$ cat src/hw/rtl/command_frame_to_servo_duty_assert.svh
// Assertion macros shared by the RTL of the command frame decoder.
`ifndef COMMAND_FRAME_TO_SERVO_DUTY_ASSERT_SVH
`define COMMAND_FRAME_TO_SERVO_DUTY_ASSERT_SVH

`ifndef SYNTHESIS

// same-cycle implication
`define CFSD_ASSERT_IMPL(label, clk, rst, ante, cons) \
   label: assert property (@(posedge clk) disable iff (rst) (ante) |-> (cons)) \
      else $error("cfsd assertion failed");

// next-cycle implication
`define CFSD_ASSERT_NEXT(label, clk, rst, ante, cons) \
   label: assert property (@(posedge clk) disable iff (rst) (ante) |=> (cons)) \
      else $error("cfsd assertion failed");

`else

`define CFSD_ASSERT_IMPL(label, clk, rst, ante, cons)
`define CFSD_ASSERT_NEXT(label, clk, rst, ante, cons)

`endif

`endif

$ cat src/hw/rtl/cfsd_pkg.sv
package cfsd_pkg;

   // framing bytes
   localparam logic [7:0] START_BYTE = 8'h3C;
   localparam logic [7:0] END_BYTE   = 8'h3E;
   localparam logic [7:0] SENSE_BYTE = 8'h73;
   localparam logic [7:0] MID_BYTE   = 8'd127;
   localparam logic [3:0] FRAME_LAST = 4'd15;

   // channel codes
   localparam logic [3:0] CH_WHEEL_L = 4'd0;
   localparam logic [3:0] CH_WHEEL_R = 4'd1;
   localparam logic [3:0] CH_PAN     = 4'd2;
   localparam logic [3:0] CH_TILT    = 4'd3;
   localparam logic [3:0] CH_UPPER   = 4'd4;
   localparam logic [3:0] CH_LOWER   = 4'd5;
   localparam logic [3:0] CH_BASE    = 4'd6;
   localparam logic [3:0] CH_WRIST   = 4'd7;
   localparam logic [3:0] CH_YAW     = 4'd8;
   localparam logic [3:0] CH_PITCH   = 4'd9;
   localparam logic [3:0] CH_CLAW    = 4'd10;

   // register indexes
   localparam logic [1:0] CSR_CAMERA_STEP = 2'd0;
   localparam logic [1:0] CSR_PITCH_STEP  = 2'd1;
   localparam logic [1:0] CSR_PITCH_LOW   = 2'd2;
   localparam logic [1:0] CSR_PITCH_HIGH  = 2'd3;

   // reset values
   localparam logic [11:0] CAMERA_STEP_RST = 12'd66;
   localparam logic [11:0] PITCH_STEP_RST  = 12'd13;
   localparam logic [15:0] PITCH_LOW_RST   = 16'd3277;
   localparam logic [15:0] PITCH_HIGH_RST  = 16'd6554;
   localparam logic [15:0] CAMERA_DUTY_RST = 16'd4915;
   localparam logic [15:0] PITCH_DUTY_RST  = 16'd4850;

   localparam int unsigned QUEUE_DEPTH = 2;

   typedef struct packed {
      logic [11:0] camera_step;
      logic [11:0] pitch_step;
      logic [15:0] pitch_low;
      logic [15:0] pitch_high;
   } cfg_type;

   // one accepted frame, bytes 1..12 and the sensor flag of byte 13
   typedef struct packed {
      logic [7:0] wheel_l;
      logic [7:0] wheel_r;
      logic [7:0] pan;
      logic [7:0] tilt;
      logic [7:0] select;
      logic [7:0] upper;
      logic [7:0] lower;
      logic [7:0] base;
      logic [7:0] wrist;
      logic [7:0] yaw;
      logic [7:0] pitch;
      logic [7:0] claw;
      logic       sense;
   } frame_type;

   typedef logic [255:0][15:0] lut_type;

   function automatic logic [15:0] sat16(input longint v);
      return (v > 65535) ? 16'hFFFF : 16'(v);
   endfunction

   // 0.05 + 0.05*b/255
   function automatic lut_type build_wheel();
      lut_type t;
      for (int i = 0; i < 256; i++) begin
         t[i] = sat16((longint'(65536) * (255 + i)) / 5100);
      end
      return t;
   endfunction

   // 0.10 + 0.10*b/255
   function automatic lut_type build_claw();
      lut_type t;
      for (int i = 0; i < 256; i++) begin
         t[i] = sat16((longint'(65536) * (255 + i)) / 2550);
      end
      return t;
   endfunction

   // 0.064 + 0.036*b/255
   function automatic lut_type build_wrist();
      lut_type t;
      for (int i = 0; i < 256; i++) begin
         t[i] = sat16((longint'(65536) * (16320 + 36 * i)) / 255000);
      end
      return t;
   endfunction

   // split-at-127 magnitude
   function automatic lut_type build_split();
      lut_type t;
      for (int i = 0; i < 256; i++) begin
         if (i > 127) begin
            t[i] = sat16(longint'(i - 127) * 512);
         end else begin
            t[i] = sat16((longint'(65536) * (127 - i)) / 127);
         end
      end
      return t;
   endfunction

   localparam lut_type WHEEL_LUT = build_wheel();
   localparam lut_type CLAW_LUT  = build_claw();
   localparam lut_type WRIST_LUT = build_wrist();
   localparam lut_type SPLIT_LUT = build_split();

endpackage

$ cat src/hw/rtl/command_frame_to_servo_duty.sv
// Channel   Beat                           Handshake
// req_      one serial byte (rx_byte)      req_valid / req_ready
// rsp_      one channel duty result        rsp_valid / rsp_ready
// csr_      register write (4 regs)        csr_write, no wait
//
// Bytes are taken one per cycle while the frame queue has room; a frame is 16 beats.
// For each good frame the back end first steps pan, tilt, pitch and select, then gives
// 11 result beats, so the byte side sets the sustained rate.
// The first result beat of a frame follows its end byte through the queue and the step.
// Reset (synchronous, high) returns to hunting with default duties and regs.
// A stalled result port backs up the frame queue; bytes stop only when it is full.

module command_frame_to_servo_duty #(
   parameter int unsigned QUEUE_DEPTH = cfsd_pkg::QUEUE_DEPTH
) (
   input  logic        clock,
   input  logic        reset,
   input  logic        req_valid,
   output logic        req_ready,
   input  logic [7:0]  req_rx_byte,
   output logic        rsp_valid,
   input  logic        rsp_ready,
   output logic [3:0]  rsp_channel,
   output logic [15:0] rsp_duty,
   output logic        rsp_direction,
   output logic        rsp_camera_select,
   output logic        rsp_sensor_request,
   output logic        rsp_last,
   input  logic        csr_write,
   input  logic [1:0]  csr_index,
   input  logic [15:0] csr_wdata
);

   // config registers
   logic [11:0] camera_step_ff;
   logic [11:0] pitch_step_ff;
   logic [15:0] pitch_low_ff;
   logic [15:0] pitch_high_ff;
   cfsd_pkg::cfg_type cfg;

   // front -> queue -> back
   logic                q_full;
   logic                q_push;
   cfsd_pkg::frame_type q_push_data;
   logic                q_pop;
   cfsd_pkg::frame_type q_head;
   logic                q_head_valid;

   always_ff @(posedge clock) begin
      if (reset) begin
         camera_step_ff <= cfsd_pkg::CAMERA_STEP_RST;
         pitch_step_ff  <= cfsd_pkg::PITCH_STEP_RST;
         pitch_low_ff   <= cfsd_pkg::PITCH_LOW_RST;
         pitch_high_ff  <= cfsd_pkg::PITCH_HIGH_RST;
      end else if (csr_write) begin
         case (csr_index)
            cfsd_pkg::CSR_CAMERA_STEP: camera_step_ff <= csr_wdata[11:0];
            cfsd_pkg::CSR_PITCH_STEP:  pitch_step_ff  <= csr_wdata[11:0];
            cfsd_pkg::CSR_PITCH_LOW:   pitch_low_ff   <= csr_wdata;
            cfsd_pkg::CSR_PITCH_HIGH:  pitch_high_ff  <= csr_wdata;
            default: ;
         endcase
      end
   end

   always_comb begin
      cfg.camera_step = camera_step_ff;
      cfg.pitch_step  = pitch_step_ff;
      cfg.pitch_low   = pitch_low_ff;
      cfg.pitch_high  = pitch_high_ff;
   end

   // framer: hunts for the start byte, checks the end byte lands at the last slot
   cfsd_front u_front (
      .clock       (clock),
      .reset       (reset),
      .req_valid   (req_valid),
      .req_ready   (req_ready),
      .req_rx_byte (req_rx_byte),
      .q_full      (q_full),
      .q_push      (q_push),
      .q_push_data (q_push_data)
   );

   // accepted frames wait here while the back end drains results
   cfsd_queue #(
      .DEPTH (QUEUE_DEPTH)
   ) u_queue (
      .clock      (clock),
      .reset      (reset),
      .push       (q_push),
      .push_data  (q_push_data),
      .full       (q_full),
      .pop        (q_pop),
      .head       (q_head),
      .head_valid (q_head_valid)
   );

   // stepped state plus per-channel maps, one result beat per cycle while rsp_ready allows
   cfsd_back u_back (
      .clock              (clock),
      .reset              (reset),
      .cfg                (cfg),
      .head               (q_head),
      .head_valid         (q_head_valid),
      .q_pop              (q_pop),
      .rsp_valid          (rsp_valid),
      .rsp_ready          (rsp_ready),
      .rsp_channel        (rsp_channel),
      .rsp_duty           (rsp_duty),
      .rsp_direction      (rsp_direction),
      .rsp_camera_select  (rsp_camera_select),
      .rsp_sensor_request (rsp_sensor_request),
      .rsp_last           (rsp_last)
   );

endmodule

$ cat src/hw/rtl/cfsd_front.sv
module cfsd_front (
   input  logic                 clock,
   input  logic                 reset,
   input  logic                 req_valid,
   output logic                 req_ready,
   input  logic [7:0]           req_rx_byte,
   input  logic                 q_full,
   output logic                 q_push,
   output cfsd_pkg::frame_type  q_push_data
);

   logic       in_frame_ff, in_frame_in;
   logic [3:0] pos_ff, pos_in;
   logic [7:0] store_ff [1:13];
   logic       accept;

   assign req_ready = !q_full;
   assign accept    = req_valid && req_ready;

   always_comb begin
      in_frame_in = in_frame_ff;
      pos_in      = pos_ff;
      q_push      = 1'b0;
      if (accept) begin
         if (!in_frame_ff) begin
            if (req_rx_byte == cfsd_pkg::START_BYTE) begin
               in_frame_in = 1'b1;
               pos_in      = 4'd1;
            end
         end else if (req_rx_byte != cfsd_pkg::END_BYTE && pos_ff != cfsd_pkg::FRAME_LAST) begin
            pos_in = pos_ff + 4'd1;
         end else begin
            in_frame_in = 1'b0;
            pos_in      = 4'd0;
            q_push      = (req_rx_byte == cfsd_pkg::END_BYTE) &&
                          (pos_ff == cfsd_pkg::FRAME_LAST);
         end
      end
   end

   always_ff @(posedge clock) begin
      if (reset) begin
         in_frame_ff <= 1'b0;
         pos_ff      <= 4'd0;
      end else begin
         in_frame_ff <= in_frame_in;
         pos_ff      <= pos_in;
      end
   end

   // only bytes 1..13 carry anything used downstream
   always_ff @(posedge clock) begin
      for (int i = 1; i <= 13; i++) begin
         if (accept && in_frame_ff && pos_ff == 4'(i)) begin
            store_ff[i] <= req_rx_byte;
         end
      end
   end

   always_comb begin
      q_push_data.wheel_l = store_ff[1];
      q_push_data.wheel_r = store_ff[2];
      q_push_data.pan     = store_ff[3];
      q_push_data.tilt    = store_ff[4];
      q_push_data.select  = store_ff[5];
      q_push_data.upper   = store_ff[6];
      q_push_data.lower   = store_ff[7];
      q_push_data.base    = store_ff[8];
      q_push_data.wrist   = store_ff[9];
      q_push_data.yaw     = store_ff[10];
      q_push_data.pitch   = store_ff[11];
      q_push_data.claw    = store_ff[12];
      q_push_data.sense   = (store_ff[13] == cfsd_pkg::SENSE_BYTE);
   end

endmodule

$ cat src/hw/rtl/cfsd_queue.sv
`include "command_frame_to_servo_duty_assert.svh"

module cfsd_queue #(
   parameter int unsigned DEPTH = cfsd_pkg::QUEUE_DEPTH
) (
   input  logic                 clock,
   input  logic                 reset,
   input  logic                 push,
   input  cfsd_pkg::frame_type  push_data,
   output logic                 full,
   input  logic                 pop,
   output cfsd_pkg::frame_type  head,
   output logic                 head_valid
);

   localparam int unsigned PtrW = (DEPTH > 1) ? $clog2(DEPTH) : 1;
   localparam int unsigned CntW = $clog2(DEPTH + 1);

   cfsd_pkg::frame_type mem_ff [DEPTH];
   logic [PtrW-1:0] wr_ptr_ff, wr_ptr_in;
   logic [PtrW-1:0] rd_ptr_ff, rd_ptr_in;
   logic [CntW-1:0] count_ff, count_in;

   assign full       = (count_ff == CntW'(DEPTH));
   assign head_valid = (count_ff != '0);
   assign head       = mem_ff[rd_ptr_ff];

   always_comb begin
      wr_ptr_in = wr_ptr_ff;
      rd_ptr_in = rd_ptr_ff;
      if (push) begin
         wr_ptr_in = (wr_ptr_ff == PtrW'(DEPTH - 1)) ? '0 : wr_ptr_ff + 1'b1;
      end
      if (pop) begin
         rd_ptr_in = (rd_ptr_ff == PtrW'(DEPTH - 1)) ? '0 : rd_ptr_ff + 1'b1;
      end
      case ({push, pop})
         2'b10:   count_in = count_ff + 1'b1;
         2'b01:   count_in = count_ff - 1'b1;
         default: count_in = count_ff;
      endcase
   end

   always_ff @(posedge clock) begin
      if (reset) begin
         wr_ptr_ff <= '0;
         rd_ptr_ff <= '0;
         count_ff  <= '0;
      end else begin
         wr_ptr_ff <= wr_ptr_in;
         rd_ptr_ff <= rd_ptr_in;
         count_ff  <= count_in;
      end
   end

   always_ff @(posedge clock) begin
      if (push) begin
         mem_ff[wr_ptr_ff] <= push_data;
      end
   end

   `CFSD_ASSERT_IMPL(a_no_overflow, clock, reset, push, !full)
   `CFSD_ASSERT_IMPL(a_no_underflow, clock, reset, pop, count_ff != '0)
   `CFSD_ASSERT_IMPL(a_count_range, clock, reset, 1'b1, count_ff <= CntW'(DEPTH))

endmodule

$ cat src/hw/rtl/cfsd_back.sv
`include "command_frame_to_servo_duty_assert.svh"

module cfsd_back (
   input  logic                 clock,
   input  logic                 reset,
   input  cfsd_pkg::cfg_type    cfg,
   input  cfsd_pkg::frame_type  head,
   input  logic                 head_valid,
   output logic                 q_pop,
   output logic                 rsp_valid,
   input  logic                 rsp_ready,
   output logic [3:0]           rsp_channel,
   output logic [15:0]          rsp_duty,
   output logic                 rsp_direction,
   output logic                 rsp_camera_select,
   output logic                 rsp_sensor_request,
   output logic                 rsp_last
);

   typedef enum logic [1:0] {
      BK_UPDATE = 2'b01,
      BK_EMIT   = 2'b10
   } back_state_type;

   back_state_type state_ff, state_in;
   logic [3:0]  ch_ff, ch_in;
   logic [15:0] pan_ff, pan_in;
   logic [15:0] tilt_ff, tilt_in;
   logic [15:0] pitch_ff, pitch_in;
   logic        sel_ff, sel_in;

   logic        rsp_valid_ff, rsp_valid_in;
   logic [3:0]  rsp_channel_ff;
   logic [15:0] rsp_duty_ff;
   logic        rsp_direction_ff;
   logic        rsp_camera_select_ff;
   logic        rsp_sensor_request_ff;
   logic        rsp_last_ff;

   logic        load;
   logic [7:0]  ch_byte;
   logic [15:0] duty_sel;
   logic        dir_sel;

   function automatic logic [15:0] add_sat(input logic [15:0] v, input logic [11:0] s);
      logic [16:0] sum;
      sum = {1'b0, v} + {5'b0, s};
      return sum[16] ? 16'hFFFF : sum[15:0];
   endfunction

   function automatic logic [15:0] sub_sat(input logic [15:0] v, input logic [11:0] s);
      return (v > {4'b0, s}) ? v - {4'b0, s} : 16'd0;
   endfunction

   function automatic logic [15:0] step_cam(input logic [15:0] v, input logic [7:0] b,
                                            input logic [11:0] s);
      logic [15:0] r;
      r = v;
      if (b > cfsd_pkg::MID_BYTE) begin
         r = add_sat(v, s);
      end else if (b < cfsd_pkg::MID_BYTE) begin
         r = sub_sat(v, s);
      end
      return r;
   endfunction

   // sequencer: advance the stepped state in BK_UPDATE, then one beat per channel in BK_EMIT
   always_comb begin
      state_in = state_ff;
      ch_in    = ch_ff;
      pan_in   = pan_ff;
      tilt_in  = tilt_ff;
      pitch_in = pitch_ff;
      sel_in   = sel_ff;
      load     = 1'b0;
      q_pop    = 1'b0;
      case (state_ff)
         BK_UPDATE: begin
            if (head_valid) begin
               pan_in  = step_cam(pan_ff, head.pan, cfg.camera_step);
               tilt_in = step_cam(tilt_ff, head.tilt, cfg.camera_step);
               if (head.select <= cfsd_pkg::MID_BYTE) begin
                  sel_in = !sel_ff;
               end
               if (head.pitch < cfsd_pkg::MID_BYTE && pitch_ff < cfg.pitch_high) begin
                  pitch_in = add_sat(pitch_ff, cfg.pitch_step);
               end else if (head.pitch > cfsd_pkg::MID_BYTE && pitch_ff > cfg.pitch_low) begin
                  pitch_in = sub_sat(pitch_ff, cfg.pitch_step);
               end
               ch_in    = cfsd_pkg::CH_WHEEL_L;
               state_in = BK_EMIT;
            end
         end
         BK_EMIT: begin
            if (!rsp_valid_ff || rsp_ready) begin
               load = 1'b1;
               if (ch_ff == cfsd_pkg::CH_CLAW) begin
                  q_pop    = 1'b1;
                  state_in = BK_UPDATE;
               end else begin
                  ch_in = ch_ff + 4'd1;
               end
            end
         end
         default: state_in = BK_UPDATE;
      endcase
   end

   always_comb begin
      case (ch_ff)
         cfsd_pkg::CH_WHEEL_L: ch_byte = head.wheel_l;
         cfsd_pkg::CH_WHEEL_R: ch_byte = head.wheel_r;
         cfsd_pkg::CH_UPPER:   ch_byte = head.upper;
         cfsd_pkg::CH_LOWER:   ch_byte = head.lower;
         cfsd_pkg::CH_BASE:    ch_byte = head.base;
         cfsd_pkg::CH_WRIST:   ch_byte = head.wrist;
         cfsd_pkg::CH_YAW:     ch_byte = head.yaw;
         default:              ch_byte = head.claw;
      endcase
   end

   always_comb begin
      dir_sel = 1'b0;
      case (ch_ff) inside
         cfsd_pkg::CH_WHEEL_L, cfsd_pkg::CH_WHEEL_R, cfsd_pkg::CH_YAW:
            duty_sel = cfsd_pkg::WHEEL_LUT[ch_byte];
         cfsd_pkg::CH_PAN:   duty_sel = pan_ff;
         cfsd_pkg::CH_TILT:  duty_sel = tilt_ff;
         cfsd_pkg::CH_UPPER, cfsd_pkg::CH_LOWER, cfsd_pkg::CH_BASE: begin
            duty_sel = cfsd_pkg::SPLIT_LUT[ch_byte];
            dir_sel  = (ch_byte <= cfsd_pkg::MID_BYTE);
         end
         cfsd_pkg::CH_WRIST: duty_sel = cfsd_pkg::WRIST_LUT[ch_byte];
         cfsd_pkg::CH_PITCH: duty_sel = pitch_ff;
         default:            duty_sel = cfsd_pkg::CLAW_LUT[ch_byte];
      endcase
   end

   assign rsp_valid_in = load || (rsp_valid_ff && !rsp_ready);

   always_ff @(posedge clock) begin
      if (reset) begin
         state_ff     <= BK_UPDATE;
         ch_ff        <= cfsd_pkg::CH_WHEEL_L;
         pan_ff       <= cfsd_pkg::CAMERA_DUTY_RST;
         tilt_ff      <= cfsd_pkg::CAMERA_DUTY_RST;
         pitch_ff     <= cfsd_pkg::PITCH_DUTY_RST;
         sel_ff       <= 1'b0;
         rsp_valid_ff <= 1'b0;
      end else begin
         state_ff     <= state_in;
         ch_ff        <= ch_in;
         pan_ff       <= pan_in;
         tilt_ff      <= tilt_in;
         pitch_ff     <= pitch_in;
         sel_ff       <= sel_in;
         rsp_valid_ff <= rsp_valid_in;
      end
   end

   always_ff @(posedge clock) begin
      if (load) begin
         rsp_channel_ff        <= ch_ff;
         rsp_duty_ff           <= duty_sel;
         rsp_direction_ff      <= dir_sel;
         rsp_camera_select_ff  <= sel_ff;
         rsp_sensor_request_ff <= head.sense;
         rsp_last_ff           <= (ch_ff == cfsd_pkg::CH_CLAW);
      end
   end

   assign rsp_valid          = rsp_valid_ff;
   assign rsp_channel        = rsp_channel_ff;
   assign rsp_duty           = rsp_duty_ff;
   assign rsp_direction      = rsp_direction_ff;
   assign rsp_camera_select  = rsp_camera_select_ff;
   assign rsp_sensor_request = rsp_sensor_request_ff;
   assign rsp_last           = rsp_last_ff;

   `CFSD_ASSERT_NEXT(a_state_hold, clock, reset, !(state_ff == BK_UPDATE && head_valid), $stable(pan_ff) && $stable(tilt_ff) && $stable(pitch_ff) && $stable(sel_ff))
   `CFSD_ASSERT_IMPL(a_emit_has_frame, clock, reset, state_ff == BK_EMIT, head_valid)
   `CFSD_ASSERT_IMPL(a_channel_range, clock, reset, rsp_valid_ff, rsp_channel_ff <= cfsd_pkg::CH_CLAW)
   `CFSD_ASSERT_NEXT(a_pop_restart, clock, reset, q_pop, state_ff == BK_UPDATE && rsp_last_ff)

endmodule
$ cat config.mk
export PLATFORM = sky130hd
export DESIGN_NAME = command_frame_to_servo_duty
export DESIGN_NICKNAME = d
export VERILOG_FILES = /design/src/hw/rtl/cfsd_pkg.sv /design/src/hw/rtl/command_frame_to_servo_duty.sv /design/src/hw/rtl/cfsd_front.sv /design/src/hw/rtl/cfsd_queue.sv /design/src/hw/rtl/cfsd_back.sv
export VERILOG_INCLUDE_DIRS = /design/src /design/src/hw/rtl
export SDC_FILE = /design/constraint.sdc
export NUM_CORES = 1
export LEC_CHECK = 0
export BUFFER_PORTS_ARGS = -buffer_cell sky130_fd_sc_hd__buf_2
export CORE_AREA = 5 5 304 217
export CTS_CLUSTER_SIZE = 12
export DETAILED_ROUTE_END_ITERATION = 12
export DIE_AREA = 0 0 309 222
export SLEW_MARGIN = 10
export SYNTH_ARGS = -nofsm -noshare
export SYNTH_HDL_FRONTEND = slang
export SYNTH_HIERARCHICAL = 1
export SYNTH_SLANG_ARGS = --single-unit
$ cat constraint.sdc
create_clock -name clock -period 6.8 [get_ports clock]
set_input_delay 0.34 -clock clock [delete_from_list [all_inputs] [get_ports clock]]
set_output_delay 0.34 -clock clock [all_outputs]
set_load 0.02 [all_outputs]
# After elaboration in Yosys (flattened, before gate mapping)
# Memories as Yosys holds them, arrays and structs flattened. A register that Yosys moved wholly into a read port is not among the register bits.
# Cells that the tools add are included.
[word_totals] ramBits=298 regBits=145 word_cells=271 input_bits=31 memories=6 output_inout_bits=26 latch_bits=0 mem_bits_ro=16384
[memory_table] name="(name not given)" depth=256 word_bits=16 rd=1 rd_clocked_by_memory_dff=0 write_ports=0 line_no="cfsd_back.sv:126" text="duty_sel = cfsd_pkg::WHEEL_LUT[ch_byte];"
[memory_table] name="(name not given)" depth=256 word_bits=16 rd=1 rd_clocked_by_memory_dff=0 write_ports=0 line_no="cfsd_back.sv:130" text="duty_sel = cfsd_pkg::SPLIT_LUT[ch_byte];"
[memory_table] name="(name not given)" depth=256 word_bits=16 rd=1 rd_clocked_by_memory_dff=0 write_ports=0 line_no="cfsd_back.sv:133" text="cfsd_pkg::CH_WRIST: duty_sel = cfsd_pkg::WRIST_LUT[ch_byte];"
[memory_table] name="(name not given)" depth=256 word_bits=16 rd=1 rd_clocked_by_memory_dff=0 write_ports=0 line_no="cfsd_back.sv:135" text="default: duty_sel = cfsd_pkg::CLAW_LUT[ch_byte];"
[memory_table] name="u_queue.mem_ff" depth=2 word_bits=97 rd=1 rd_clocked_by_memory_dff=1 write_ports=1 line_no="cfsd_queue.sv:19" text="cfsd_pkg::frame_type mem_ff [DEPTH];"
[memory_table] name="u_front.store_ff" depth=13 word_bits=8 rd=13 rd_clocked_by_memory_dff=0 write_ports=1 line_no="cfsd_front.sv:14" text="logic [7:0] store_ff [1:13];"
[classes] n_reduce_logical=61 n_div=0 n_mux=114 n_mul=0 addsub=12 n_eq_ne=41 order_cmp=14 n_shift=0 bitwise=1
[op_table] cell="two-way mux 16 bit" count=22
[op_table] cell="two-way mux 8 bit" count=12
[op_table] cell="OR reduction 8 bit" count=12
[op_table] cell="two-way mux 4 bit" count=18
[op_table] cell="case mux 8 bit (7 select lines)" count=1
[op_table] cell="two-way mux 1 bit" count=55
[op_table] cell="adder 16 x 12 -> 17 bit" count=3
[op_table] cell="> comparator 16 x 12 -> 1 bit" count=3
[op_table] cell="subtractor 16 x 12 -> 16 bit" count=3
[op_table] cell="== test 4 bit (second input constant)" count=10
[op_table] cell="== test 4 x 3 -> 1 bit (second input constant)" count=8
[op_table] cell="> comparator 8 x 7 -> 1 bit (second input constant)" count=3
[op_table] cell="< comparator 8 x 7 -> 1 bit (second input constant)" count=3
[op_table] cell="logical AND 1 bit" count=20
[op_table] cell="== test 4 x 2 -> 1 bit (second input constant)" count=4
[op_table] cell="== test 8 x 6 -> 1 bit (second input constant)" count=2
[op_table] cell="> comparator 16 bit" count=1
[op_table] cell="less-or-equal comparator 8 x 7 -> 1 bit (second input constant)" count=2
[op_table] cell="< comparator 16 bit" count=1
[op_table] cell="AND reduction 3 bit" count=5
[op_table] cell="nonzero test 2 bit" count=7
[op_table] cell="== test 2 bit (second input constant)" count=5
[op_table] cell="AND reduction 2 bit" count=5
[op_table] cell="< comparator 8 x 9 -> 1 bit (second input constant)" count=1
[op_table] cell="other kinds (22)" count=37

# Logic depth before layout (Yosys ltp)
# Gate-level depths: netlist of run 1.
[depth] ltp_word=20 ltp_mapped=23

# Modules after synthesis
# The synthesis of run 1 kept the hierarchy.
[by_module_without_submodules] mod="cfsd_back" seq_area_each_um2=1841.8 area_each_um2=13918.3 cells_each=1996 n_inst=1
[by_module_without_submodules] mod="cfsd_queue" seq_area_each_um2=5925.7 area_each_um2=7318.3 cells_each=324 n_inst=1
[by_module_without_submodules] mod="cfsd_front" seq_area_each_um2=3223.1 area_each_um2=4337.9 cells_each=268 n_inst=1
[by_module_without_submodules] mod="command_frame_to_servo_duty" seq_area_each_um2=1121.1 area_each_um2=2265.9 cells_each=218 n_inst=1

# Worst setup path after synthesis of run 1
# OpenSTA, ideal clock, no wires.
[synth_path] path_kind="flip-flop to flip-flop" from="register u_queue.count_ff[0]" to="memory u_queue/mem_ff[0][0] (netlist bit), enable pin" period_less_slack_ns=6.196 stages_incl_launch_ff=8 t_arrival_ns=5.643 slack_ns=0.604 setup_time_ns=0.554 path_cell_list="dfxtp_1 -> and2b_2 -> and3b_1 -> buf_6 -> nand2_1 -> nor4b_1 -> inv_1 -> nor2_1"
[synth_between] elab_chain_cells=6
[synth_rtl] item="start, declared" line_no="cfsd_queue.sv:22" text="logic [CntW-1:0] count_ff, count_in;"
[synth_rtl] item="start signal, assigned" line_no="cfsd_queue.sv:52" text="count_ff <= count_in;"
[synth_rtl] item="== test 2 bit" line_no="cfsd_queue.sv:24" text="assign full = (count_ff == CntW'(DEPTH));"
[synth_rtl] item="net q_full" line_no="command_frame_to_servo_duty.sv:42" text="logic q_full;"
[synth_rtl] item="logical NOT 1 bit" line_no="cfsd_front.sv:17" text="assign req_ready = !q_full;"
[synth_rtl] item="logical AND 1 bit" line_no="cfsd_front.sv:18" text="assign accept = req_valid && req_ready;"
[synth_rtl] item="two-way mux 1 bit" line_no="cfsd_front.sv:24" text="if (accept) begin"
[synth_rtl] item="net q_push" line_no="command_frame_to_servo_duty.sv:43" text="logic q_push;"
[synth_rtl] item="two-way mux 1 bit" line_no="cfsd_queue.sv:57" text="if (push) begin"
[synth_rtl] item="two-way mux 1 bit (implied by the code)" line_no="cfsd_queue.sv:58" text="mem_ff[wr_ptr_ff] <= push_data;"
[synth_rtl] item="end, declared" line_no="cfsd_queue.sv:19"
# The timed path passes the listed nets, and every way through them passes these cells.

==> results of run 1 <==
==> critical path, delay by kind of cell, from the launching register on <==
kind	cells	cell delay [ns]
compound gates	8	2.47
simple gates	2	1.00
buf+inv	2	0.89
flops	1	0.67
mux	1	0.38
xor+xnor	1	0.29
==> worst max-delay path by stage <==
stage	slack [ns]	from	depth (start not counted)	end
floorplan	0.91	u_queue/count_ff[0]	7	u_queue/mem_ff[0][0]
global placement	0.86	flop	14	u_back/rsp_duty[5]
detailed placement	1.01	flop	14	u_back/rsp_duty[4]
CTS	0.99	flop	14	u_back/rsp_duty[4]
global route	0.72	flop	14	u_back/rsp_duty[7]
finish	0.80	flop	14	u_back/rsp_duty[4]
==> metrics by stage <==
step | cells | setup slack [ns] | hold slack [ns] | total power, uW | area (sq um)
2_1_floorplan | 2771 | 0.907 | 0.403 | 2950 | 27100
3_3_place_gp | 3448 | 0.857 | 0.422 | 3010 | 27300
3_5_place_dp | 3450 | 1.01 | 0.429 | 3020 | 27400
4_1_cts | 3540 | 0.993 | 0.00452 | 5410 | 28800
5_1_grt | 3540 | 0.719 | 0.0327 | 5540 | 28800
6_report | 3541 | 0.797 | 0.0431 | 5360 | 28800
==> routing by layer <==
metal / up-vias / global-route usage [%]
li1: 10100 / -
met1: 11100 / 42.7
met2: 1231 / 36.5
met3: 167 / 7.25
met4: 2 / 6.43
met5: - / 0
==> layout by cell type, fill, tap and decap left out, drive strengths merged, types with 92 or more instances in the layout <==
master,count
ha,131
buf,128
edfxtp,301
dfxtp,122
nor2,232
a21oi,184
inv,141
mux2,92
nand2,192
o21ai,149
==> layout make-up <==
| class | instances | area, sq um |
|---|---|---|
| timing repair buffer | 132 | 883 |
| clock buffer | 69 | 1250 |
| multi-input combinational | 1931 | 13500 |
| clock inverter | 17 | 164 |
| fill | 5829 | 33700 |
| tap | 829 | 1040 |
| sequential | 423 | 11500 |
| antenna | 1 | 2.50 |
| inverter | 139 | 522 |
==> power by group through the flow <==
stage | clock, uW | sequential [uW] | combinational, uW
after floorplan | 0 | 2810 | 138
after global placement | 0 | 2810 | 204
after detailed placement | 0 | 2810 | 208
after CTS | 2440 | 2760 | 211
after global routing | 2550 | 2760 | 235
final | 2390 | 2760 | 214
==> registers in the layout, indices dropped and copies added (netlist names), 2 cells and up, named ones only <==
signal and cells:
camera_step_ff 12, pitch_high_ff 16, pitch_low_ff 16, pitch_step_ff 12, u_back/ch_ff 4, u_back/pan_ff 16
u_back/pitch_ff 16, u_back/rsp_channel 4, u_back/rsp_duty 16, u_back/state_ff 2, u_back/tilt_ff 16, u_front/pos_ff 4
u_front/store_ff 97, u_queue/count_ff 2, u_queue/mem_ff 180
==> metrics.yaml, run 1 <==
place:
  portBuffers: 56
  gp_congestion: 1.03
  hpwl_mm: 68.8
setup_path:
  worstPathMaxFanout: 32
  criticalPathCategory: "flop to flop"
  required_ns: 7.15
  ff2ff_setup_slack_ns: 0.80
  cpMaxStageDelayCell: "o21ai_1"
  ff2ff_path_depth: 14
  end_kind: "flop"
  arrival_ns: 6.35
  path_cells: "buf_4 -> mux2_2 -> a22o_1 -> o21ai_1 -> and3_2 -> buf_4 -> xnor2_1 -> o221ai_1 -> a2111o_1 -> o21ai_0 -> a21oi_1 -> o2111ai_1 -> o2111ai_1 -> and3_1"
  startpoint_type: "flop"
  r2r-end: "u_back/rsp_duty[4]"
  cpPeakStageDelay_ns: 0.82
timing:
  finalHoldViolCount: 0
  rsz0062_at_grt: "false"
  finalSetupTns_ns: 0
  finClkSkew_ns: 0.0255
  tightest_slew_ns: 1.29
  post-route-min-period_ns: 6.00
  fin_crit_sh_pct: 88.3
  relSlewSlack_pct: 13.7
  finalSetupViolations: 0
  max_clock_freq_mhz: 167
  slew_violations: 0
die:
  io_pins: 57
  std_cell_rows: 77
  fp.dieH_um: 222
  core_sq_um: 62500
  die_x_um: 309
  start_util_pct: 43.3
  die-area_sq_um: 68600
power_and_ir_drop:
  power_density_nw_per_um2: 186
  pwr-share-seq_pct: 51.4
  share_comb_of_total_power_pct: 4.0
  p_switching_uw: 1240
  max-vdd-ir-drop_mv: 0.205
  intPower_uw: 4120
  switching_share_pct: 23.1
  p_leak_uw: 0.0105
  power.share.clock_pct: 44.6
global_route:
  grt_usage_pct: 27.1
  grt-ovfl-total: 0
  grt_pass1_vias: 21200
  grt_pass1_wl_mm: 142
  grt_max_degree: 92
  antenna_found_initial: 4
routing:
  drc: 0
  wl_met2_mm: 38.1
  num_vias: 22600
  wl_met3_mm: 10.6
  avgRoutedWirePerCell_um: 27.1
  antenna_left: 0
  drt_iter0_markers: 2933
  highest_layer: "met5"
  first_pass_iters: 9
  viasPerCell: 6.39
  wl_met1_mm: 45.1
  routed_wl_mm: 96.1
layout:
  area_growth_pct: 6.53
  final_util_pct: 46.1
  drive_gt1_share_pct: 12.7
  num-nets-final: 2841
clock_network:
  cts.sinks: 423
  clock_latency_ns: 0.61
  cts_resized: 0
  cts_tree: "yes"
  clkTransAtPathRegs_ns: 0.07
  max-clock-path-buffers: 3
  cts_setup_buffers: 0
  cts_buffers: 46
  cts_root_buf: "clkbuf_16"
  postCtsHoldBufs: 4
  htreeDepth: 2
job:
  maxCapViolations: 0
synth:
  yosys_warnings: 6
  syn_nets: 2939
  netlist_instances: 2771
  netlist_area_sq_um: 27100
  synth.avg_cell_area_sq_um: 9.76
min_path:
  whs_path_depth: 3
  hold_path_end: "pitch_high_ff[13]"
  hp-class: "primary input to flop"
  hp-start: "csr_wdata[13]"
run_status:
  status: "finished, final reports clean"
No activity file was read; power rests on OpenSTA's default activity.
==> inputs of run 2 (changes only) <==
--- a/config.mk
+++ b/config.mk
@@ -7,11 +7,11 @@
 export NUM_CORES = 1
 export LEC_CHECK = 0
 export BUFFER_PORTS_ARGS = -buffer_cell sky130_fd_sc_hd__buf_2
-export CORE_AREA = 5 5 304 217
+export CORE_AREA = 5 5 210 313
 export CTS_CLUSTER_SIZE = 12
 export DETAILED_ROUTE_END_ITERATION = 12
-export DIE_AREA = 0 0 309 222
-export SLEW_MARGIN = 10
+export DIE_AREA = 0 0 215 318
+export SLEW_MARGIN = 25
 export SYNTH_ARGS = -nofsm -noshare
 export SYNTH_HDL_FRONTEND = slang
 export SYNTH_HIERARCHICAL = 1
==> run 2 against run 1 <==
First-iteration DRC count shrank 32%. Critical path depth did not move. Register-to-register slack improved by 0.20 ns. Clock power down 2%. Wire length shrank 3.0%. Global-route usage decreased by 0.98 points. Count of clock-buffer cells in the layout fell by 3. Combinational power decreased by 3%. Worst setup slack improved by 0.20 ns. Fmax grew 3.4%. Clock skew grew 0.020 ns. Design area down 0.60%. Largest cell class unchanged. Highest routed layer is now met4.
==> metrics.yaml, run 2 (synthesized netlist as in run 1, its figures left out) <==
clock_network:
  max-clock-path-buffers: 3  # unchanged
  cts_resized: 0  # unchanged
  cts.sinks: 423  # unchanged
  cts_buffers: 44  # -4.3%
  htreeDepth: 2  # unchanged
  cts_setup_buffers: 0  # unchanged
  clkTransAtPathRegs_ns: 0.08  # about the same
  postCtsHoldBufs: 0  # -4
  cts_tree: "yes"
  cts_root_buf: "clkbuf_16"
  clock_latency_ns: 0.61  # about the same
job:
  maxCapViolations: 0  # unchanged
die:
  core_sq_um: 62900  # +0.62%
  die-area_sq_um: 68400  # -0.33%
  std_cell_rows: 113  # +47%
  die_x_um: 215  # -30%
  start_util_pct: 43.0  # -0.27 points
  fp.dieH_um: 318  # +43%
  io_pins: 57  # unchanged
power_and_ir_drop:
  p_leak_uw: 0.0104  # -0.62%
  share_comb_of_total_power_pct: 3.9  # about the same
  power.share.clock_pct: 44.2  # -0.4 points
  p_switching_uw: 1120  # -9.4%
  pwr-share-seq_pct: 51.9  # +0.5 points
  max-vdd-ir-drop_mv: 0.176  # -14%
  intPower_uw: 4190  # +1.7%
  switching_share_pct: 21.2  # -2.0 points
  power_density_nw_per_um2: 185  # -0.28%
timing:
  rsz0062_at_grt: "false"
  holdWs_ns: 0.0261  # -0.0170 ns
  max_clock_freq_mhz: 172  # +3.4%
  finalSetupViolations: 0  # unchanged
  fin_crit_sh_pct: 85.4  # -2.9 points
  finalSetupTns_ns: 0  # unchanged
  finClkSkew_ns: 0.0456  # +0.0201 ns
  slew_violations: 0  # unchanged
  relSlewSlack_pct: 29.0  # +15 points
  finalHoldViolCount: 0  # unchanged
  post-route-min-period_ns: 5.80  # -0.199 ns
  tightest_slew_ns: 1.06  # -0.232 ns
  setup_slack_ns: 0.996  # +0.199 ns
routing:
  first_pass_iters: 5  # -4
  routed_wl_mm: 93.2  # -3.0%
  viasPerCell: 6.39  # about the same
  drc: 0  # unchanged
  antenna_left: 0  # unchanged
  avgRoutedWirePerCell_um: 26.7  # -1.6%
  num_vias: 22300  # -1.4%
  drt_iter0_markers: 2002  # -32%
place:
  pre_cts_ws_ns: 1.24  # +0.226 ns
  dp.cells: 3415  # -1.0%
  hpwl_mm: 67.3  # -2.3%
  portBuffers: 56  # unchanged
  gp_congestion: 1.01  # -1.8%
setup_path:
  required_ns: 7.23  # +0.08 ns
  criticalPathCategory: "flop to flop"
  arrival_ns: 6.24  # -0.11 ns
  worstSetupPathDepth: 14  # unchanged
  end_kind: "flop"
  path_cells: "nor2b_1 -> o21ai_0 -> nand3_2 -> buf_4 -> ha_1 -> inv_1 -> maj3_1 -> o21ai_0 -> a211oi_1 -> o311ai_1 -> nor2_1 -> o32ai_1 -> o2111ai_1 -> a31oi_1"
  crit_top_cell: "o21ai_0"
  ff2ff_path_depth: 14  # unchanged
  path_buf_inv: 2  # unchanged
  cp_top_family: "compound AO/OA/AOI/OAI gates"
  cpMaxStageDelayCell: "ha_1"
  startpoint_type: "flop"
  worstPathMaxFanout: 36  # +13%
  cpPeakStageDelay_ns: 0.78  # -0.04 ns
layout:
  layout_commonest_cell: "edfxtp_1"
  multi_input_area_sq_um: 13500  # +0.15%
  drive_gt1_share_pct: 12.4  # -0.21 points
  largest_register: "u_queue/mem_ff"
  layout.cells.non_filler: 3491  # -1.4%
  area_growth_pct: 5.89
  largest_register_ffs: 180  # unchanged
  reg.largest.list: "u_queue/mem_ff (180), u_front/store_ff (97)"
  final_util_pct: 45.5  # -0.56 points
  seq_area_sq_um: 11500  # unchanged
  num-nets-final: 2824  # -0.60%
  fillCellCount: 5844  # +0.26%
  final_cell_mix: "edfxtp_1 (301), nor2_1 (225), nand2_1 (192), a21oi_1 (183), o21ai_0 (136)"
min_path:
  hp-class: "primary input to flop"
  whs_path_depth: 3  # unchanged
global_route:
  busiest_layer: "met2"
  grt_usage_pct: 26.1  # -0.98 points
  antenna_found_initial: 0  # -4
  grt_max_degree: 99  # +7.6%
  globalRouteMet2Util_pct: 46.2  # +9.8 points
  grt-ovfl-total: 0  # unchanged
  grt_pass1_wl_mm: 139  # -2.5%
  met3_usage_pct: 3.05  # -4.2 points
  met1_usage_pct: 30.3  # -12 points
  grt_pass1_vias: 22300  # +4.9%
run_status:
  status: "finished, final reports clean"
## run 2: area by class of cell
type                            instances  share of cell area [%]
Antenna cell                            1                 0.00874
Clock buffer                           66                    4.44
Clock inverter                          9                   0.380
Inverter                              139                    1.82
Multi-Input combinational cell       1931                    47.1
Sequential cell                       423                    40.1
Tap cell                              805                    3.52
Timing Repair Buffer                  117                    2.63
## run 2: stage by stage
step,power (uW),cell area [sq um]
floorplan,2950,27100
global placement,3010,27200
detailed placement,3020,27300
CTS,5370,28600
global route,5500,28600
finish,5310,28600
## run 2: final timing paths
path | start | end | slack (ns)
max reg2reg | u_back/ch_ff[2] | u_back/rsp_duty[8] | 1.0
min | csr_wdata[3] | camera_step_ff[3] | 0.03
min reg2reg | u_front/store_ff[0][26] | u_queue/mem_ff[1][67] | 0.44
max | u_back/ch_ff[2] | u_back/rsp_duty[8] | 1.0
## run 2: tightest hold or removal path: cells and delay by family
kind,cells,cell delay [ns]
muxes,1,0.06
buffers and inverters,1,0.11
and+or+nand+nor,1,0.06
## run 2: power by group through the flow
stage,sequential (uW),clock (uW),combinational [uW]
6_report,2760,2350,208
4_1_cts,2760,2410,208
2_1_floorplan,2810,0,138
3_5_place_dp,2810,0,206
5_1_grt,2760,2510,228
3_3_place_gp,2810,0,201
## run 2: metal layers
layer	part of all wire, %	up-vias
li1	-	10100
met1	38	10900
met2	49	1013
met3	5.9	282
met4	6.9	0
met5	0	-
